$ cat src/segi_pkg.sv
// Shared types, widths and register codes of the segment intersection test.
package segi_pkg;

  // Coordinate format: two's complement, Q14.10
  localparam int COORD_WIDTH = 24;
  // Coordinate differences
  localparam int DIFF_W      = COORD_WIDTH + 1;
  // One partial product of a cross product
  localparam int PROD_W      = 2 * DIFF_W;
  // Full cross product
  localparam int ORIENT_W    = PROD_W + 1;
  // Bounding box limits with the tolerance applied
  localparam int BOX_W       = COORD_WIDTH + 2;

  localparam int CROSS_TOL_W = 48;
  localparam int COORD_TOL_W = 16;
  localparam int CFG_DATA_W  = CROSS_TOL_W;
  localparam int CFG_INDEX_W = 1;

  // Configuration register indexes
  localparam logic [CFG_INDEX_W-1:0] REG_CROSS_TOL = 1'd0;
  localparam logic [CFG_INDEX_W-1:0] REG_COORD_TOL = 1'd1;

  typedef logic signed [COORD_WIDTH-1:0] coord_t;
  typedef logic signed [DIFF_W-1:0]      diff_t;
  typedef logic signed [PROD_W-1:0]      prod_t;
  typedef logic signed [BOX_W-1:0]       lim_t;

  // Input beat: endpoints of segments AB and CD
  typedef struct packed {
    coord_t ax;
    coord_t ay;
    coord_t bx;
    coord_t by_coord;
    coord_t cx;
    coord_t cy;
    coord_t dx;
    coord_t dy;
  } seg_in_t;

  // Output beat
  typedef struct packed {
    logic intersects;
    logic proper_crossing;
  } seg_out_t;

  // Widened bounding box of one segment
  typedef struct packed {
    lim_t xhi;
    lim_t xlo;
    lim_t yhi;
    lim_t ylo;
  } box_t;

  // After the first stage: edge vectors, endpoint offsets, boxes
  typedef struct packed {
    diff_t   ux;   // B - A
    diff_t   uy;
    diff_t   acx;  // C - A
    diff_t   acy;
    diff_t   adx;  // D - A
    diff_t   ady;
    diff_t   wx;   // D - C
    diff_t   wy;
    diff_t   cax;  // A - C
    diff_t   cay;
    diff_t   cbx;  // B - C
    diff_t   cby;
    box_t    ab;
    box_t    cd;
    seg_in_t pts;
  } s1_t;

  // Box hits for the four endpoint-on-segment tests
  typedef struct packed {
    logic c_in_ab;
    logic d_in_ab;
    logic a_in_cd;
    logic b_in_cd;
  } box_hit_t;

  // After the multiply stage: the two partial products of each cross product
  typedef struct packed {
    prod_t    o1_l;
    prod_t    o1_r;
    prod_t    o2_l;
    prod_t    o2_r;
    prod_t    o3_l;
    prod_t    o3_r;
    prod_t    o4_l;
    prod_t    o4_r;
    box_hit_t hit;
  } s2_t;

  // Difference of two coordinates, one bit wider
  function automatic diff_t coord_sub(coord_t a, coord_t b);
    return diff_t'(a) - diff_t'(b);
  endfunction

  // Coordinate sign-extended to box width
  function automatic lim_t coord_ext(coord_t a);
    return lim_t'(a);
  endfunction

endpackage

$ cat src/segi_prep.sv
// First pipeline stage: coordinate differences and widened bounding boxes.
module segi_prep import segi_pkg::*; (
  input  logic                   clk,
  input  logic                   rst,
  input  logic [COORD_TOL_W-1:0] coord_tol,
  input  logic                   in_valid,
  output logic                   in_ready,
  input  seg_in_t                in_data,
  output logic                   s1_valid,
  input  logic                   s1_ready,
  output s1_t                    s1_data
);

  s1_t  s1_next;
  lim_t tol;

  assign tol      = lim_t'({1'b0, coord_tol});
  assign in_ready = !s1_valid || s1_ready;

  // Differences and boxes
  always_comb begin
    s1_next.ux  = coord_sub(in_data.bx, in_data.ax);
    s1_next.uy  = coord_sub(in_data.by_coord, in_data.ay);
    s1_next.acx = coord_sub(in_data.cx, in_data.ax);
    s1_next.acy = coord_sub(in_data.cy, in_data.ay);
    s1_next.adx = coord_sub(in_data.dx, in_data.ax);
    s1_next.ady = coord_sub(in_data.dy, in_data.ay);
    s1_next.wx  = coord_sub(in_data.dx, in_data.cx);
    s1_next.wy  = coord_sub(in_data.dy, in_data.cy);
    s1_next.cax = coord_sub(in_data.ax, in_data.cx);
    s1_next.cay = coord_sub(in_data.ay, in_data.cy);
    s1_next.cbx = coord_sub(in_data.bx, in_data.cx);
    s1_next.cby = coord_sub(in_data.by_coord, in_data.cy);

    s1_next.ab.xhi = coord_ext((in_data.ax > in_data.bx) ? in_data.ax : in_data.bx) + tol;
    s1_next.ab.xlo = coord_ext((in_data.ax < in_data.bx) ? in_data.ax : in_data.bx) - tol;
    s1_next.ab.yhi = coord_ext((in_data.ay > in_data.by_coord) ? in_data.ay
                                                               : in_data.by_coord) + tol;
    s1_next.ab.ylo = coord_ext((in_data.ay < in_data.by_coord) ? in_data.ay
                                                               : in_data.by_coord) - tol;
    s1_next.cd.xhi = coord_ext((in_data.cx > in_data.dx) ? in_data.cx : in_data.dx) + tol;
    s1_next.cd.xlo = coord_ext((in_data.cx < in_data.dx) ? in_data.cx : in_data.dx) - tol;
    s1_next.cd.yhi = coord_ext((in_data.cy > in_data.dy) ? in_data.cy : in_data.dy) + tol;
    s1_next.cd.ylo = coord_ext((in_data.cy < in_data.dy) ? in_data.cy : in_data.dy) - tol;

    s1_next.pts = in_data;
  end

  always_ff @(posedge clk) begin
    if (rst) begin
      s1_valid <= 1'b0;
    end else if (in_ready) begin
      s1_valid <= in_valid;
    end
  end

  always_ff @(posedge clk) begin
    if (in_ready && in_valid) begin
      s1_data <= s1_next;
    end
  end

endmodule

$ cat config.mk
export PLATFORM = sky130hd
export DESIGN_NAME = segi_prep
export DESIGN_NICKNAME = d
export VERILOG_FILES = /design/src/segi_pkg.sv /design/src/segi_prep.sv
export SDC_FILE = /design/constraint.sdc
export NUM_CORES = 2
export LEC_CHECK = 0
export BUFFER_PORTS_ARGS = -buffer_cell sky130_fd_sc_hd__buf_4
export CAP_MARGIN = 20
export CORE_AREA = 2 2 359 361
export DETAILED_ROUTE_END_ITERATION = 6
export DIE_AREA = 0 0 361 363
export PLACE_DENSITY = 0.63
export SYNTH_ARGS = -nofsm -noshare
export SYNTH_HDL_FRONTEND = slang
export SYNTH_SLANG_ARGS = --single-unit
$ cat constraint.sdc
create_clock -name clk -period 47.9 [get_ports clk]
set_clock_uncertainty 0.1 [all_clocks]
set_input_delay 7.185 -clock clk [delete_from_list [all_inputs] [get_ports clk]]
set_output_delay 7.185 -clock clk [all_outputs]
set_load 0.02 [all_outputs]
; After elaboration in Yosys (flattened, before gate mapping)
; Cells that the tools add are included.
[totals]
elab_cells = 68
output_inout_bits = 702
regBits = 701
inputBits = 212
[op_classes]
add_sub_neg = 20
magnitude_cmp = 8
mux = 8
n_reduce_logical = 3
[ops]
columns = operator, count
row1 = $sub A24 B24 Y25, 12
row2 = $mux W24, 8
row3 = $add A24 B17 Y25, 4
row4 = $sub A24 B17 Y25, 4
row5 = $gt A24 B24 Y1, 4
row6 = $lt A24 B24 Y1, 4
row7 = $logic_and A1 B1 Y1, 1
row8 = $logic_not A1 Y1, 1
row9 = $logic_or A1 B1 Y1, 1

; Longest topological paths before layout
[depth]
ltp_word = 3
mapped_depth = 29

; Worst setup path after synthesis
; Ideal clock, no wire load.
[synth_path]
kind = in2reg
start = input port s1_ready
end = register s1_data[0] (netlist bit), enable pin
t_arrival_ns = 23.025
stages = 2
n_path_buf = 0
slack_ns = 23.630
t_required_ns = 46.655
path_cell_list = nand2b_1 and2_1
[synth_between]
elab_chain_len = 2
[synth_lines]
columns = element, line
row1 = start: declaration, segi_prep.sv:10  ; input logic s1_ready,
row2 = $logic_or A1 B1 Y1, segi_prep.sv:18  ; assign in_ready = !s1_valid || s1_ready;
row3 = $logic_and A1 B1 Y1, segi_prep.sv:58  ; if (in_ready && in_valid) begin
row4 = end signal: assignment, segi_prep.sv:59  ; s1_data <= s1_next;
row5 = end: declaration, segi_prep.sv:11  ; output s1_t s1_data
; No other way between the ends.
; A chain may end at the register's enable or synchronous reset.

; Final worst setup path
[layout_path]
start = input port s1_ready
end = output port in_ready
[layout_between]
elab_chain_len = 1
[layout_lines]
columns = element, line
row1 = $logic_or A1 B1 Y1, segi_prep.sv:18
row2 = end: declaration, segi_prep.sv:7  ; output logic in_ready,
; No other way between the ends.

==> reports/metrics.csv <==
metric,value,unit
outcome,finished clean,
initial_core_util,0.351,
ys_seq_elements,691,
io_buffer_count,913,
crit_arrival,7.62,ns
synth_most_common_cell,edfxtp_1,
fin_crit_sh,0.311,
synthFlopType,edfxtp_1,
ant_nets,0,
cts_tree,built,
die_area,131000,sq um
vias,37100,
synth_edf_count,690,
grt_max_degree,80,
synth_cells,4104,
dp_hpwl,151,mm
post_drt_wl_per_cell,27.6,um
min_period,14.90,ns
max_freq,67.1,MHz
relSlewSlack,0.317,
p_per_area,39.3,nW/um^2
avgSynthCellArea,10.9,sq um
finalSetupViolations,0,
critPathKind,input port to primary output,
reg2reg_setup_slack,42.89,ns
tns,0,ns
vias_per_cell,5.49,
hold_buffers,0,
rsz0062_at_grt,false,
vdd_drop_max,0.0294,mV
start_kind,input port,
drive_gt1_frac,0.237,
synth_area_leader_cell,edfxtp_1,
rr_worst_depth,6,
yosysWarningCount,0,
clock_sinks,691,
cts_max_path_buffers,3,
worst_slew_pin_slew,0.999,ns
crit_fanout,3,
io_pins,914,
gp_congestion,0.983,
grt_util_all_layers,0.274,
grt_pass1_wl,259,mm
synth_cell_types,95,
drt_iter0_markers,3099,
cap_violations,0,
r2r_start,s1_valid,
clk_latency,0.70,ns
fin_nets,5664,
ys_top_cells_by_count,"690 x edfxtp_1, 416 x ha_1, 298 x a21oi_1, 280 x nor2_1, 277 x xnor2_1",
yosysTopAreaCellShare,0.465,
drv_slew,0,
post_cts_resized,0,
h-tree-depth,3,
cp-end-kind,primary output,
die_w,361,um
holdWs,0.448,ns
grt_pass1_vias,37000,
synth_nets,4752,
syn_area,44600,sq um
areaGrowthSynthToFinish,25.5,%
gr-total-overflow,0,
clkTransAtPathRegs,0.06,ns
crit_start,s1_ready,
die_y,363,um
required,40.62,ns
firstDrtPassIters,5,
hp-class,register to register,
wl,186,mm
leakagePower,0.0238,uW
regToRegEndpoint,s1_data[15],
rows,131,
fp.coreArea,127000,sq um
cp-endpoint,in_ready,
ys_seq_area_frac,0.465,
antenna_found_initial,4,
drc,0,
cts_setup_buffers,0,
synthTopCellsByArea,"edfxtp_1 46%, ha_1 12%, xnor2_1 5.4%",
cts_buffers,82,
hold_viol_final,0,
clockRootBuffer,clkbuf_16,
synthArstFlopShare,0,
[layer usage]
layer / vias up / global-route usage / wire (um)
met5: - / 0 / 33
met4: 4 / 0.105 / 7490
met3: 284 / 0.0663 / 14700
met2: 1492 / 0.476 / 90400
met1: 18300 / 0.327 / 73400
li1: 17000 / - / -
[metrics by stage]
step                 util  cells  instance area (sq um)  power [uW]  setup WS [ns]
CTS                 0.440   6740                  55900        2210          33.00
floorplan               -   4104                  44600        1260          23.63
detailed placement  0.419   6593                  53300        1570          33.00
global route        0.440   6741                  55900        2290          32.96
finish              0.440   6745                  55900        2200          33.00
global placement    0.419   6593                  53300        1570          33.00
[worst min path at each step]
stage / start / end / slack, ns / cells after the start
after floorplan: s1_valid / s1_valid / 0.63 / 2
after global placement: s1_valid / s1_valid / 0.43 / 2
after detailed placement: s1_valid / s1_valid / 0.43 / 2
after CTS: s1_valid / s1_valid / 0.45 / 2
after global routing: s1_valid / s1_valid / 0.50 / 2
final: s1_valid / s1_valid / 0.45 / 2
[state kept, by name, summed over array words and instances, names as in the netlist]
name      cells
s1_valid      1
s1_data     690
[cells by family (layout without fill, tap and decap cells)]
group	Yosys count	count (layout)	share of synthesized area
muxes	126	126	0.0307
adders and majority gates	436	436	0.126
and+or+nand+nor	1036	1036	0.115
other	0	4	0
buffers and inverters	345	1320	0.0308
DFF	691	691	0.465
AOI/OAI and AO/OA	1060	1060	0.153
xor gates and xnor gates	410	410	0.0805
[power by group]
group,internal (uW),switching (uW)
registers,774,33.4
logic,275,478
clock network,362,275
total,1410,786
[placed cells by master, fill, tap and decap left out, types with 11 or more instances in the layout]
cell / instances
nor2b_1: 83
and2_1: 19
xnor2_1: 277
or3_1: 16
ha_1: 416
o211ai_1: 22
nand3_1: 86
nor2_1: 280
a21boi_0: 25
nand4_1: 51
nand2b_1: 59
xor2_1: 132
a31oi_1: 34
clkbuf_16: 84
a21oi_1: 297
nand2_1: 241
inv_1: 235
and3_1: 30
fa_1: 20
mux2i_1: 49
and4_1: 11
buf_4: 936
o21bai_1: 42
a211oi_1: 20
nor4_1: 16
clkbuf_1: 14
o21ai_0: 244
or2_2: 21
nor3_1: 76
mux2_2: 74
clkinv_2: 19
a21o_1: 159
edfxtp_1: 690
o31ai_1: 15
nand3b_1: 18
o21a_1: 52
[critical path, stage by stage]
cell and delay (ns):
buf_4 0.10, nand2b_1 0.16, buf_4 0.17
[layout make-up]
class / instances / area (sq um)
Multi-Input combinational cell: 3068 / 22500
Timing Repair Buffer: 937 / 7030
Clock inverter: 48 / 485
Clock buffer: 99 / 2170
Antenna cell: 4 / 10.0
Fill cell: 12000 / 71100
Tap cell: 1662 / 2080
Inverter: 236 / 886
Sequential cell: 691 / 20700
(Power assumes the default switching activity.)
