### config.mk
export PLATFORM = sky130hd
export DESIGN_NAME = segi_class
export DESIGN_NICKNAME = d
export VERILOG_FILES = /design/src/segi_pkg.sv /design/src/segi_class.sv
export SDC_FILE = /design/constraint.sdc
export NUM_CORES = 1
export LEC_CHECK = 0
export BUFFER_PORTS_ARGS = -buffer_cell sky130_fd_sc_hd__buf_2
export CAP_MARGIN = 30
export CORE_MARGIN = 5
export CORE_UTILIZATION = 38
export CTS_CLUSTER_DIAMETER = 200
export DETAILED_ROUTE_END_ITERATION = 6
export PLACE_DENSITY = 0.64
export SETUP_SLACK_MARGIN = 0.3
export SYNTH_ARGS = -nofsm -noshare
export SYNTH_HDL_FRONTEND = slang
export SYNTH_SLANG_ARGS = --single-unit
### constraint.sdc
create_clock -name clk -period 23.6 [get_ports clk]
set_clock_uncertainty 0.2 [all_clocks]
set_input_delay 2.36 -clock clk [delete_from_list [all_inputs] [get_ports clk]]
set_output_delay 2.36 -clock clk [all_outputs]
set_load 0.02 [all_outputs]
### src/segi_pkg.sv
// Shared types, widths and register codes of the segment intersection test.
package segi_pkg;

  // Coordinate format: two's complement, Q14.10
  localparam int COORD_WIDTH = 24;
  // Coordinate differences
  localparam int DIFF_W      = COORD_WIDTH + 1;
  // One partial product of a cross product
  localparam int PROD_W      = 2 * DIFF_W;
  // Full cross product
  localparam int ORIENT_W    = PROD_W + 1;
  // Bounding box limits with the tolerance applied
  localparam int BOX_W       = COORD_WIDTH + 2;

  localparam int CROSS_TOL_W = 48;
  localparam int COORD_TOL_W = 16;
  localparam int CFG_DATA_W  = CROSS_TOL_W;
  localparam int CFG_INDEX_W = 1;

  // Configuration register indexes
  localparam logic [CFG_INDEX_W-1:0] REG_CROSS_TOL = 1'd0;
  localparam logic [CFG_INDEX_W-1:0] REG_COORD_TOL = 1'd1;

  typedef logic signed [COORD_WIDTH-1:0] coord_t;
  typedef logic signed [DIFF_W-1:0]      diff_t;
  typedef logic signed [PROD_W-1:0]      prod_t;
  typedef logic signed [BOX_W-1:0]       lim_t;

  // Input beat: endpoints of segments AB and CD
  typedef struct packed {
    coord_t ax;
    coord_t ay;
    coord_t bx;
    coord_t by_coord;
    coord_t cx;
    coord_t cy;
    coord_t dx;
    coord_t dy;
  } seg_in_t;

  // Output beat
  typedef struct packed {
    logic intersects;
    logic proper_crossing;
  } seg_out_t;

  // Widened bounding box of one segment
  typedef struct packed {
    lim_t xhi;
    lim_t xlo;
    lim_t yhi;
    lim_t ylo;
  } box_t;

  // After the first stage: edge vectors, endpoint offsets, boxes
  typedef struct packed {
    diff_t   ux;   // B - A
    diff_t   uy;
    diff_t   acx;  // C - A
    diff_t   acy;
    diff_t   adx;  // D - A
    diff_t   ady;
    diff_t   wx;   // D - C
    diff_t   wy;
    diff_t   cax;  // A - C
    diff_t   cay;
    diff_t   cbx;  // B - C
    diff_t   cby;
    box_t    ab;
    box_t    cd;
    seg_in_t pts;
  } s1_t;

  // Box hits for the four endpoint-on-segment tests
  typedef struct packed {
    logic c_in_ab;
    logic d_in_ab;
    logic a_in_cd;
    logic b_in_cd;
  } box_hit_t;

  // After the multiply stage: the two partial products of each cross product
  typedef struct packed {
    prod_t    o1_l;
    prod_t    o1_r;
    prod_t    o2_l;
    prod_t    o2_r;
    prod_t    o3_l;
    prod_t    o3_r;
    prod_t    o4_l;
    prod_t    o4_r;
    box_hit_t hit;
  } s2_t;

  // Difference of two coordinates, one bit wider
  function automatic diff_t coord_sub(coord_t a, coord_t b);
    return diff_t'(a) - diff_t'(b);
  endfunction

  // Coordinate sign-extended to box width
  function automatic lim_t coord_ext(coord_t a);
    return lim_t'(a);
  endfunction

endpackage

### src/segi_class.sv
// Last three stages: cross product sums, magnitudes, tolerance compare and verdict.
module segi_class import segi_pkg::*; (
  input  logic                   clk,
  input  logic                   rst,
  input  logic [CROSS_TOL_W-1:0] cross_tol,
  input  logic                   s2_valid,
  output logic                   s2_ready,
  input  s2_t                    s2_data,
  output logic                   out_valid,
  input  logic                   out_ready,
  output seg_out_t               out_data
);

  localparam int CMP_W = (ORIENT_W > CROSS_TOL_W) ? ORIENT_W : CROSS_TOL_W;

  typedef logic signed [ORIENT_W-1:0] orient_t;
  typedef logic [ORIENT_W-1:0]        mag_t;

  typedef struct packed {
    orient_t  o1;
    orient_t  o2;
    orient_t  o3;
    orient_t  o4;
    box_hit_t hit;
  } s3_t;

  typedef struct packed {
    mag_t     m1;
    mag_t     m2;
    mag_t     m3;
    mag_t     m4;
    logic     n1;
    logic     n2;
    logic     n3;
    logic     n4;
    box_hit_t hit;
  } s4_t;

  logic     s3_valid, s4_valid;
  logic     s3_ready, s4_ready;
  s3_t      s3_data, s3_next;
  s4_t      s4_data, s4_next;
  seg_out_t out_next;

  logic [CMP_W-1:0] tol;
  logic             big1, big2, big3, big4;
  logic             proper;

  // Ready chain: a stage moves when it is empty or its successor moves
  assign s4_ready = !out_valid || out_ready;
  assign s3_ready = !s4_valid || s4_ready;
  assign s2_ready = !s3_valid || s3_ready;

  function automatic mag_t abs_val(orient_t v);
    return v[ORIENT_W-1] ? mag_t'(~v + orient_t'(1)) : mag_t'(v);
  endfunction

  // Stage 3: cross products
  always_comb begin
    s3_next.o1  = orient_t'(s2_data.o1_l) - orient_t'(s2_data.o1_r);
    s3_next.o2  = orient_t'(s2_data.o2_l) - orient_t'(s2_data.o2_r);
    s3_next.o3  = orient_t'(s2_data.o3_l) - orient_t'(s2_data.o3_r);
    s3_next.o4  = orient_t'(s2_data.o4_l) - orient_t'(s2_data.o4_r);
    s3_next.hit = s2_data.hit;
  end

  // Stage 4: sign and magnitude
  always_comb begin
    s4_next.m1  = abs_val(s3_data.o1);
    s4_next.m2  = abs_val(s3_data.o2);
    s4_next.m3  = abs_val(s3_data.o3);
    s4_next.m4  = abs_val(s3_data.o4);
    s4_next.n1  = s3_data.o1[ORIENT_W-1];
    s4_next.n2  = s3_data.o2[ORIENT_W-1];
    s4_next.n3  = s3_data.o3[ORIENT_W-1];
    s4_next.n4  = s3_data.o4[ORIENT_W-1];
    s4_next.hit = s3_data.hit;
  end

  // Stage 5: a magnitude above the tolerance implies a nonzero sign
  assign tol  = CMP_W'(cross_tol);
  assign big1 = CMP_W'(s4_data.m1) > tol;
  assign big2 = CMP_W'(s4_data.m2) > tol;
  assign big3 = CMP_W'(s4_data.m3) > tol;
  assign big4 = CMP_W'(s4_data.m4) > tol;

  // Touch tests use the same cross products, with the magnitude not above the tolerance
  assign proper = big1 && big2 && (s4_data.n1 != s4_data.n2) &&
                  big3 && big4 && (s4_data.n3 != s4_data.n4);

  always_comb begin
    out_next.proper_crossing = proper;
    out_next.intersects      = proper ||
                               (s4_data.hit.c_in_ab && !big1) ||
                               (s4_data.hit.d_in_ab && !big2) ||
                               (s4_data.hit.a_in_cd && !big3) ||
                               (s4_data.hit.b_in_cd && !big4);
  end

  // Valid bits
  always_ff @(posedge clk) begin
    if (rst) begin
      s3_valid  <= 1'b0;
      s4_valid  <= 1'b0;
      out_valid <= 1'b0;
    end else begin
      if (s2_ready) begin
        s3_valid <= s2_valid;
      end
      if (s3_ready) begin
        s4_valid <= s3_valid;
      end
      if (s4_ready) begin
        out_valid <= s4_valid;
      end
    end
  end

  // Payload registers
  always_ff @(posedge clk) begin
    if (s2_ready && s2_valid) begin
      s3_data <= s3_next;
    end
    if (s3_ready && s3_valid) begin
      s4_data <= s4_next;
    end
    if (s4_ready && s4_valid) begin
      out_data <= out_next;
    end
  end

endmodule

# [Word-level counts from Yosys, hierarchy flattened]
# Cells that the tools add are included.
[word_totals] in_bits=456 out_inout_bits=4 elab_cells=77 ff_bits=425
[classes] muxes=4 reduce_logical=26 addsub=8 magnitude_cmp=4 bitwise_logic=4 n_eq_ne=2
[op_table] op="$add 51x2->51 const B" n=4
[op_table] op="$gt 51x48->1" n=4
[op_table] op="$not 51->51" n=4
[op_table] op="$sub 50x50->51" n=4
[op_table] op="$mux 50" n=4
[op_table] op="$logic_and 1x1->1" n=12
[op_table] op="$logic_not 1->1" n=7
[op_table] op="$logic_or 1x1->1" n=7
[op_table] op="$ne 1x1->1" n=2

# [Depth between registers and ports, before layout]
# Gate-level depths: netlist of run 1.
[depth] depth_word=10 mapped_depth=12 depth_no_buf=12

# [Worst setup path before layout of run 1]
# Ideal clock, no wire load.
[synth_timing] kind="input-to-reg" startpoint="input out_ready" endpoint="register s4_data[0] (netlist name) (enable)" required_time_ns=22.291 path_slack_ns=4.573 path_stages=2 setup_ns=1.109 t_arrival_ns=17.718 path_buffers=0 cell_sequence="nor2b_1 a21boi_0"
[synth_via] elab_chain_cells=3
[synth_lines] item="from (decl)" line_no="segi_class.sv:10" source="input logic out_ready,"
[synth_lines] item="$logic_or 1x1->1" line_no="segi_class.sv:50" source="assign s4_ready = !out_valid || out_ready;"
[synth_lines] item="$logic_or 1x1->1" line_no="segi_class.sv:51" source="assign s3_ready = !s4_valid || s4_ready;"
[synth_lines] item="$logic_and 1x1->1" line_no="segi_class.sv:124" source="if (s3_ready && s3_valid) begin"
[synth_lines] item="to (signal assigned)" line_no="segi_class.sv:125" source="s4_data <= s4_next;"
[synth_lines] item="to (decl)" line_no="segi_class.sv:42" source="s4_t s4_data, s4_next;"
# Every way passes these cells.
# A chain may end at the register's enable or synchronous reset.

# [Worst setup path in the final report of run 1]
[layout_timing] startpoint="input out_ready" endpoint="output s2_ready"
[layout_via] elab_chain_cells=3
[layout_lines] item="$logic_or 1x1->1" line_no="segi_class.sv:50"
[layout_lines] item="$logic_or 1x1->1" line_no="segi_class.sv:51"
[layout_lines] item="$logic_or 1x1->1" line_no="segi_class.sv:52" source="assign s2_ready = !s3_valid || s3_ready;"
[layout_lines] item="to (decl)" line_no="segi_class.sv:7" source="output logic s2_ready,"
# Every way passes these cells.

==> flow_summary.json, run 1 <==
{
  "status": "completed",
  "fin_tns_setup_ns": 0,
  "ant_nets": 0,
  "antenna_found_initial": 31,
  "max_freq_mhz": 170,
  "yosys_most_used_dff": "edfxtp_1",
  "area_growth_pct": 16.4,
  "leakage_nw": 16.5,
  "grt_pass1_wl_mm": 144,
  "clkSinkCount": 425,
  "crit_path_frequent_cell": "buf_2",
  "seqCellArea_um2": 12700,
  "finalPower_mw": 2.51,
  "path_class": "primary input to primary output",
  "synthDistinctLibCells": 80,
  "period_needed_ns": 5.87,
  "multiInputGateArea_um2": 18600,
  "coreArea_um2": 85400,
  "synth_top_family_by_area": "compound AO/OA/AOI/OAI gates",
  "synth.net_count": 4141,
  "yosysWarnings": 0,
  "final_layout_size_suffix_gt1_share_pct": 15.5,
  "rows": 107,
  "place_congestion": 0.911,
  "place_ws_ns": 17.48,
  "setup_viol": 0,
  "cts_tree": "done",
  "crit_start": "out_ready",
  "hold_viol": 0,
  "synth_edf_count": 422,
  "start_util_pct": 38.4,
  "clk_latency_ns": 0.61,
  "grt.total_usage_pct": 19.8,
  "cts_resized": 0,
  "cp_num_buf_inv": 2,
  "clkTransAtPathRegs_ns": 0.06,
  "grt_max_degree": 74,
  "firstDrtPassIters": 6,
  "hold_slack_ns": 0.218,
  "hpwl_mm": 75.1,
  "die_w_um": 304,
  "netlist_instances": 3285,
  "worstPathArrival_ns": 3.31,
  "via_count": 26442,
  "cp_slowest_cell": "nor2b_1",
  "ys_ff_latch": 425,
  "postSynth.asyncResetShare_pct": 0,
  "endpoint_kind": "primary output",
  "crit_path_max_fanout": 6,
  "final.setup.worst_slack_ns": 17.73,
  "vias_per_cell": 5.35,
  "die-area_um2": 92200,
  "layout_common_cells": "buf_2 (459), edfxtp_1 (422), ha_1 (396)",
  "port-buffer-count": 459,
  "hp-class": "flip-flop to flip-flop",
  "synth_compound_area_share_pct": 19.1,
  "vdd_drop_max_v": 0.0000453,
  "final_common_cell": "buf_2",
  "p_per_area_nw_per_um2": 65.8,
  "die_h_um": 304,
  "synthMuxAreaShare_pct": 0.0916,
  "drc_errors": 0,
  "crit_family": "simple AND/OR/NAND/NOR gates",
  "synth_xor_area_share_pct": 9.62,
  "cts.path.max_buffers": 3,
  "syn_avg_cell_area_um2": 9.97,
  "drt-initial-drc-count": 1553,
  "rsz0062_at_grt": "false",
  "tightest_slew_ns": 0.920,
  "maxSlewHeadroom_pct": 38.7,
  "hp-start": "s3_data[3]",
  "synth_fa_ha_area_share_pct": 15.4,
  "syn_area_um2": 32800,
  "fin_nets": 4606,
  "drv_slew": 0,
  "r2r_start": "s3_data[120]",
  "clk_root_buffer_cell": "clkbuf_16",
  "num_io_pins": 460,
  "maxCapViolCount": 0,
  "grt-ovfl-total": 0,
  "holdBufCountCts": 0,
  "start_kind": "primary input",
  "cts_made_buffers": 49,
  "wl_mm": 95.9,
  "cts_setup_buffers": 0,
  "max_stage_delay_ns": 0.48,
  "finalCritPeriodShare_pct": 24.9,
  "crit_required_ns": 21.04,
  "ys_seq_area_share_pct": 38.9,
  "fillers": 8405,
  "synthSimpleGateAreaFrac_pct": 12.5,
  "cp_cell_sequence": "buf_2 > nor2b_1 > nand3_1 > buf_2",
  "grt_pass1_vias": 25677,
  "wl_per_cell_um": 19.4,
  "h-tree-depth": 2
}
-- power by group --
part | switching [mW] | total, mW | internal (mW) | leakage (nW)
sequential | 0.0732 | 1.06 | 0.984 | 4.06
clock | 0.314 | 0.801 | 0.487 | 0.825
combinational | 0.359 | 0.652 | 0.293 | 11.6
total | 0.746 | 2.51 | 1.76 | 16.5
-- cell type report --
class | count | share of cell area, %
antenna | 13 | 0.0853
clock inverter | 29 | 1.07
inverter | 334 | 3.29
tap | 1144 | 3.75
timing repair buffer | 474 | 6.32
clock buffer | 58 | 3.36
sequential | 425 | 33.4
multi-input combinational | 2466 | 48.7
-- final timing paths --
check                 endpoint  slack (ns)  cells past startpoint
setup / recovery      s2_ready       17.73                      4
hold / removal      s4_data[3]        0.22                      0
setup reg to reg  s4_data[158]       19.23                      9
hold reg to reg     s4_data[3]        0.22                      0
-- per-layer routing --
layer  global-route usage [%]  up-vias  routed length (µm)
li1                         -    13262                   -
met1                     27.0    12279               43400
met2                     31.0      761               41700
met3                     6.21      124                8510
met4                     4.75       16                2250
met5                        0        -                 106
-- stage by stage --
stage                     std cells  utilization, %  instance area, µm²
after floorplan                3285               -               32800
final                          4943            44.6               38100
after detailed placement       4843            42.6               36400
after CTS                      4930            44.6               38100
after global placement         4843            42.6               36400
after global routing           4930            44.6               38100
-- cell families after synthesis --
| family | after synthesis |
|---|---|
| AO/OA/AOI/OAI | 936 |
| XOR/XNOR | 360 |
| adder cells (fa/ha/maj) | 400 |
| buffers and inverters | 394 |
| flip-flops | 425 |
| multiplexers | 3 |
| AND/OR/NAND/NOR | 767 |
-- sequential cells by signal, indices dropped and copies added, names as in the netlist --
| register | cells |
|---|---|
| s4_data | 212 |
| out_valid | 1 |
| s3_data | 208 |
| out_data | 2 |
| s4_valid | 1 |
| s3_valid | 1 |
-- cell usage after synthesis (45+ instances only) --
cell      instances  area (µm²)
o21ai_0         174         871
nand4_1          73         457
inv_1           334        1250
edfxtp_1        422       12700
nand2_1         174         653
xnor2_1         304        2660
xor2_1           56         490
nor2b_1          45         282
nor2_1          131         492
a21oi_1         223        1120
nand3_1          60         300
clkbuf_1         59         221
ha_1            396        4950
o31ai_1          72         541
a21o_1          165        1240
Note: power is estimated with default switching activity, not from simulation.
==> inputs of run 2 (changes only) <==
clock period = 5.9 ns   (was 23.6 ns; I/O delays follow)
==> flow_summary.json, run 2 (synthesis gave the netlist of run 1 again) <==
{
  "vdd_drop_max_v": 0.000203,
  "final_common_cell": "buf_2",
  "whs_endpoint": "s3_data[2]",
  "cts_made_buffers": 48,
  "r2r_end": "s4_data[102]",
  "hp-start": "s2_data[2]",
  "cts_resized": 0,
  "utilization_pct": 44.8,
  "die_w_um": 304,
  "status": "completed",
  "drt-initial-drc-count": 1751,
  "start_kind": "flip-flop",
  "worstPathArrival_ns": 4.48,
  "start_util_pct": 38.4,
  "reg_top3": "s4_data: 212 flops, s3_data: 208 flops, out_data: 2 flops",
  "clk_root_buffer_cell": "clkbuf_16",
  "ff2ff_path_depth": 9,
  "rows": 107,
  "grt-ovfl-total": 0,
  "largest_reg_flops": 212,
  "finalCritPeriodShare_pct": 73.5,
  "place_inst": 4844,
  "h-tree-depth": 2,
  "path_class": "flip-flop to flip-flop",
  "leakage_nw": 16.5,
  "hpwl_mm": 75.0,
  "cts_setup_buffers": 0,
  "antenna_found_initial": 48,
  "port-buffer-count": 459,
  "grt_max_degree": 120,
  "stdcell_count": 4953,
  "final_layout_size_suffix_gt1_share_pct": 15.7,
  "p_per_area_nw_per_um2": 263,
  "grt_pass1_wl_mm": 144,
  "maxCapViolCount": 0,
  "fin_nets": 4610,
  "cp_cell_sequence": "or4_4 > or4b_4 > or4_1 > or2_1 > or4_4 > or3_4 > or4_4 > o21ai_0 > xnor2_1",
  "top_register": "s4_data",
  "max_stage_delay_ns": 0.58,
  "place_ws_ns": 1.58,
  "layout_common_cells": "buf_2 (459), edfxtp_1 (422), ha_1 (396)",
  "hold_viol": 0,
  "holdBufCountCts": 3,
  "die_h_um": 304,
  "cp_slowest_cell": "or4_4",
  "setup_viol": 0,
  "grt_pass1_vias": 25438,
  "wl_per_cell_um": 19.4,
  "final.setup.worst_slack_ns": 1.56,
  "r2r_start": "s3_data[75]",
  "ant_nets": 0,
  "maxSlewHeadroom_pct": 34.8,
  "crit_path_max_fanout": 5,
  "max_freq_mhz": 231,
  "endpoint_kind": "flip-flop",
  "die-area_um2": 92200,
  "vias_per_cell": 5.34,
  "cts.path.max_buffers": 3,
  "wl_mm": 96.3,
  "clk_latency_ns": 0.59,
  "firstDrtPassIters": 5,
  "grt.total_usage_pct": 19.9,
  "clkTransAtPathRegs_ns": 0.06,
  "clkSinkCount": 425,
  "place_congestion": 0.911,
  "hp-class": "primary input to flip-flop",
  "cts_tree": "done",
  "crit_required_ns": 6.04,
  "drv_slew": 0,
  "crit_start": "s3_data[75]",
  "area_growth_pct": 16.7,
  "coreArea_um2": 85400,
  "fin_tns_setup_ns": 0,
  "crit_path_frequent_cell": "or4_4",
  "holdPathStages": 1,
  "num_io_pins": 460,
  "tightest_slew_ns": 0.979,
  "period_needed_ns": 4.34,
  "via_count": 26472,
  "r2r_slack_ns": 1.56,
  "drc_errors": 0,
  "rsz0062_at_grt": "false"
}
-- run 2: report_power, final --
group | internal [mW] | switching [mW]
Clock | 1.96 | 1.26
Combinational | 1.18 | 1.44
Sequential | 3.94 | 0.289
-- run 2: area by class of cell --
cell class / instances / area, µm²
fillers: 8321 / 47200
multi-input cells: 2466 / 18600
flip-flops and latches: 425 / 12700
repair buffers: 479 / 2490
well taps: 1144 / 1430
inverters: 334 / 1250
clock buffers: 52 / 1240
clock inverters: 37 / 465
diodes: 16 / 40.0
-- run 2: per-stage QoR --
stage | hold WS (ns) | cell area [µm²] | power [mW]
after floorplan | 0.200 | 32800 | 6.09
after global placement | 0.204 | 36400 | 6.85
after detailed placement | 0.207 | 36400 | 6.89
after CTS | 0.00790 | 38200 | 10.2
after global routing | 0.0196 | 38200 | 10.6
final | 0.0437 | 38200 | 10.1
-- run 2: worst max-delay path by stage --
stage                               to  cells after the start
after CTS                 s4_data[108]                      9
after detailed placement  s3_data[105]                     13
after global placement    s3_data[105]                     13
after global routing       s4_data[56]                      9
after floorplan             s3_data[0]                      2
final                     s4_data[102]                      9
-- run 2: per-layer routing --
metal | global-route usage [%] | part of all wire [%] | up-vias
li1 | - | - | 13273
met1 | 27.0 | 44 | 12279
met2 | 31.0 | 43 | 759
met3 | 6.46 | 9.7 | 131
met4 | 4.74 | 2.3 | 30
met5 | 0 | 0.32 | -
-- run 2: critical path, delay by kind of cell (launching register included) --
kind / cells / cell delay, ns
DFF: 1 / 0.44
xor gates and xnor gates: 1 / 0.10
and+or+nand+nor: 7 / 3.09
AOI/OAI and AO/OA: 1 / 0.25
==> inputs of run 3 (changes only) <==
clock period = 4.5 ns   (was 5.9 ns; I/O delays follow)
==> flow_summary.json, run 3 (synthesis gave the netlist of run 1 again) <==
{
  "clkSinkCount": 425,
  "via_count": 26610,
  "stdcell_count": 4989,
  "maxCapViolCount": 0,
  "port-buffer-count": 459,
  "tightest_slew_ns": 0.857,
  "place_inst": 4880,
  "die_h_um": 304,
  "leakage_nw": 16.7,
  "die-area_um2": 92200,
  "crit_required_ns": 4.63,
  "cts_made_buffers": 48,
  "place_congestion": 0.882,
  "grt-ovfl-total": 0,
  "start_kind": "flip-flop",
  "reg_top3": "s4_data: 212 flops, s3_data: 208 flops, out_data: 2 flops",
  "vias_per_cell": 5.33,
  "drc_errors": 0,
  "path_class": "flip-flop to flip-flop",
  "vdd_drop_max_v": 0.000261,
  "finalCritPeriodShare_pct": 93.4,
  "hp-class": "primary input to flip-flop",
  "top_register": "s4_data",
  "antenna_found_initial": 34,
  "drv_slew": 0,
  "final_layout_size_suffix_gt1_share_pct": 16.8,
  "p_per_area_nw_per_um2": 333,
  "h-tree-depth": 2,
  "r2r_start": "s3_data[77]",
  "grt_max_degree": 104,
  "layout_common_cells": "buf_2 (459), edfxtp_1 (422), ha_1 (396)",
  "status": "completed",
  "rows": 107,
  "wl_per_cell_um": 19.2,
  "num_io_pins": 460,
  "grt_pass1_wl_mm": 145,
  "coreArea_um2": 85400,
  "setup_viol": 0,
  "ant_nets": 0,
  "start_util_pct": 38.4,
  "endpoint_kind": "flip-flop",
  "rsz0062_at_grt": "true",
  "hp-start": "s2_data[204]",
  "clk_root_buffer_cell": "clkbuf_16",
  "wl_mm": 95.7,
  "grt_pass1_vias": 25799,
  "cts.path.max_buffers": 3,
  "place_ws_ns": 0.252,
  "fillers": 8313,
  "worstPathArrival_ns": 4.33,
  "hold_viol": 0,
  "max_freq_mhz": 238,
  "finalPower_mw": 12.8,
  "grt.total_usage_pct": 19.8,
  "largest_reg_flops": 212,
  "cts_tree": "done",
  "clk_latency_ns": 0.58,
  "clkTransAtPathRegs_ns": 0.06,
  "final_common_cell": "buf_2",
  "fin_nets": 4654,
  "crit_path_max_fanout": 4,
  "period_needed_ns": 4.20,
  "maxSlewHeadroom_pct": 42.8,
  "hpwl_mm": 77.0,
  "firstDrtPassIters": 5,
  "crit_start": "s3_data[77]",
  "final.setup.worst_slack_ns": 0.298,
  "die_w_um": 304,
  "drt-initial-drc-count": 1653,
  "area_growth_pct": 17.5
}
[run 3: repair_timing]
action,in CTS,in global routing
resized for setup,3,19
buffers inserted,2,3
hold endpoints to repair,7,0
hold buffers,7,0
endpoints found under the setup margin,7,11
pin swaps,0,4
[run 3: worst paths after layout]
| check | slack [ns] | endpoint | depth (start not counted) |
|---|---|---|---|
| worst max-delay path | 0.30 | s4_data[104] | 9 |
| worst min-delay path | 0.09 | s3_data[106] | 3 |
| worst max register to register | 0.30 | s4_data[104] | 9 |
| worst min register to register | 0.22 | s4_data[3] | 0 |
[run 3: metal layers]
metal	up-vias	global-route usage, %	routed length (µm)
li1	13362	-	-
met1	12353	27.6	43200
met2	776	32.1	42900
met3	105	4.26	7640
met4	14	4.07	1860
met5	-	0	105
[run 3: power breakdown]
group / internal, mW / switching, mW / leakage [nW]
registers: 5.16 / 0.393 / 4.07
clock network: 2.18 / 1.59 / 0.732
logic: 1.59 / 1.90 / 11.9
total: 8.93 / 3.88 / 16.7
[run 3: metrics by stage]
| step | hold WS (ns) | area (µm²) | util, % | setup TNS [ns] |
|---|---|---|---|---|
| 2_1_floorplan | 0.200 | 32800 | - | -86.93 |
| 3_3_place_gp | 0.206 | 36800 | 43.0 | 0 |
| 3_5_place_dp | 0.214 | 36800 | 43.0 | 0 |
| 4_1_cts | 0.0519 | 38400 | 44.9 | 0 |
| 5_1_grt | 0.0841 | 38500 | 45.1 | 0 |
| 6_report | 0.0928 | 38500 | 45.1 | 0 |
[run 3: final cells by class]
type	count	area, µm²	share of cell area (%)
multi-input cells	2466	18700	48.6
flip-flops and latches	425	12700	33.1
repair buffers	523	2860	7.42
well taps	1144	1430	3.72
inverters	334	1250	3.26
clock buffers	55	1230	3.19
clock inverters	31	273	0.708
diodes	11	27.5	0.0715
[run 3: critical path, cell delays in order, from the launching register on]
cell and delay, ns:
edfxtp_1 0.39, or4_4 0.56, or4b_4 0.52, or4_4 0.42
or2_1 0.25, or4_4 0.43, or3_4 0.37, or4_4 0.50
o41ai_4 0.23, xnor2_1 0.09
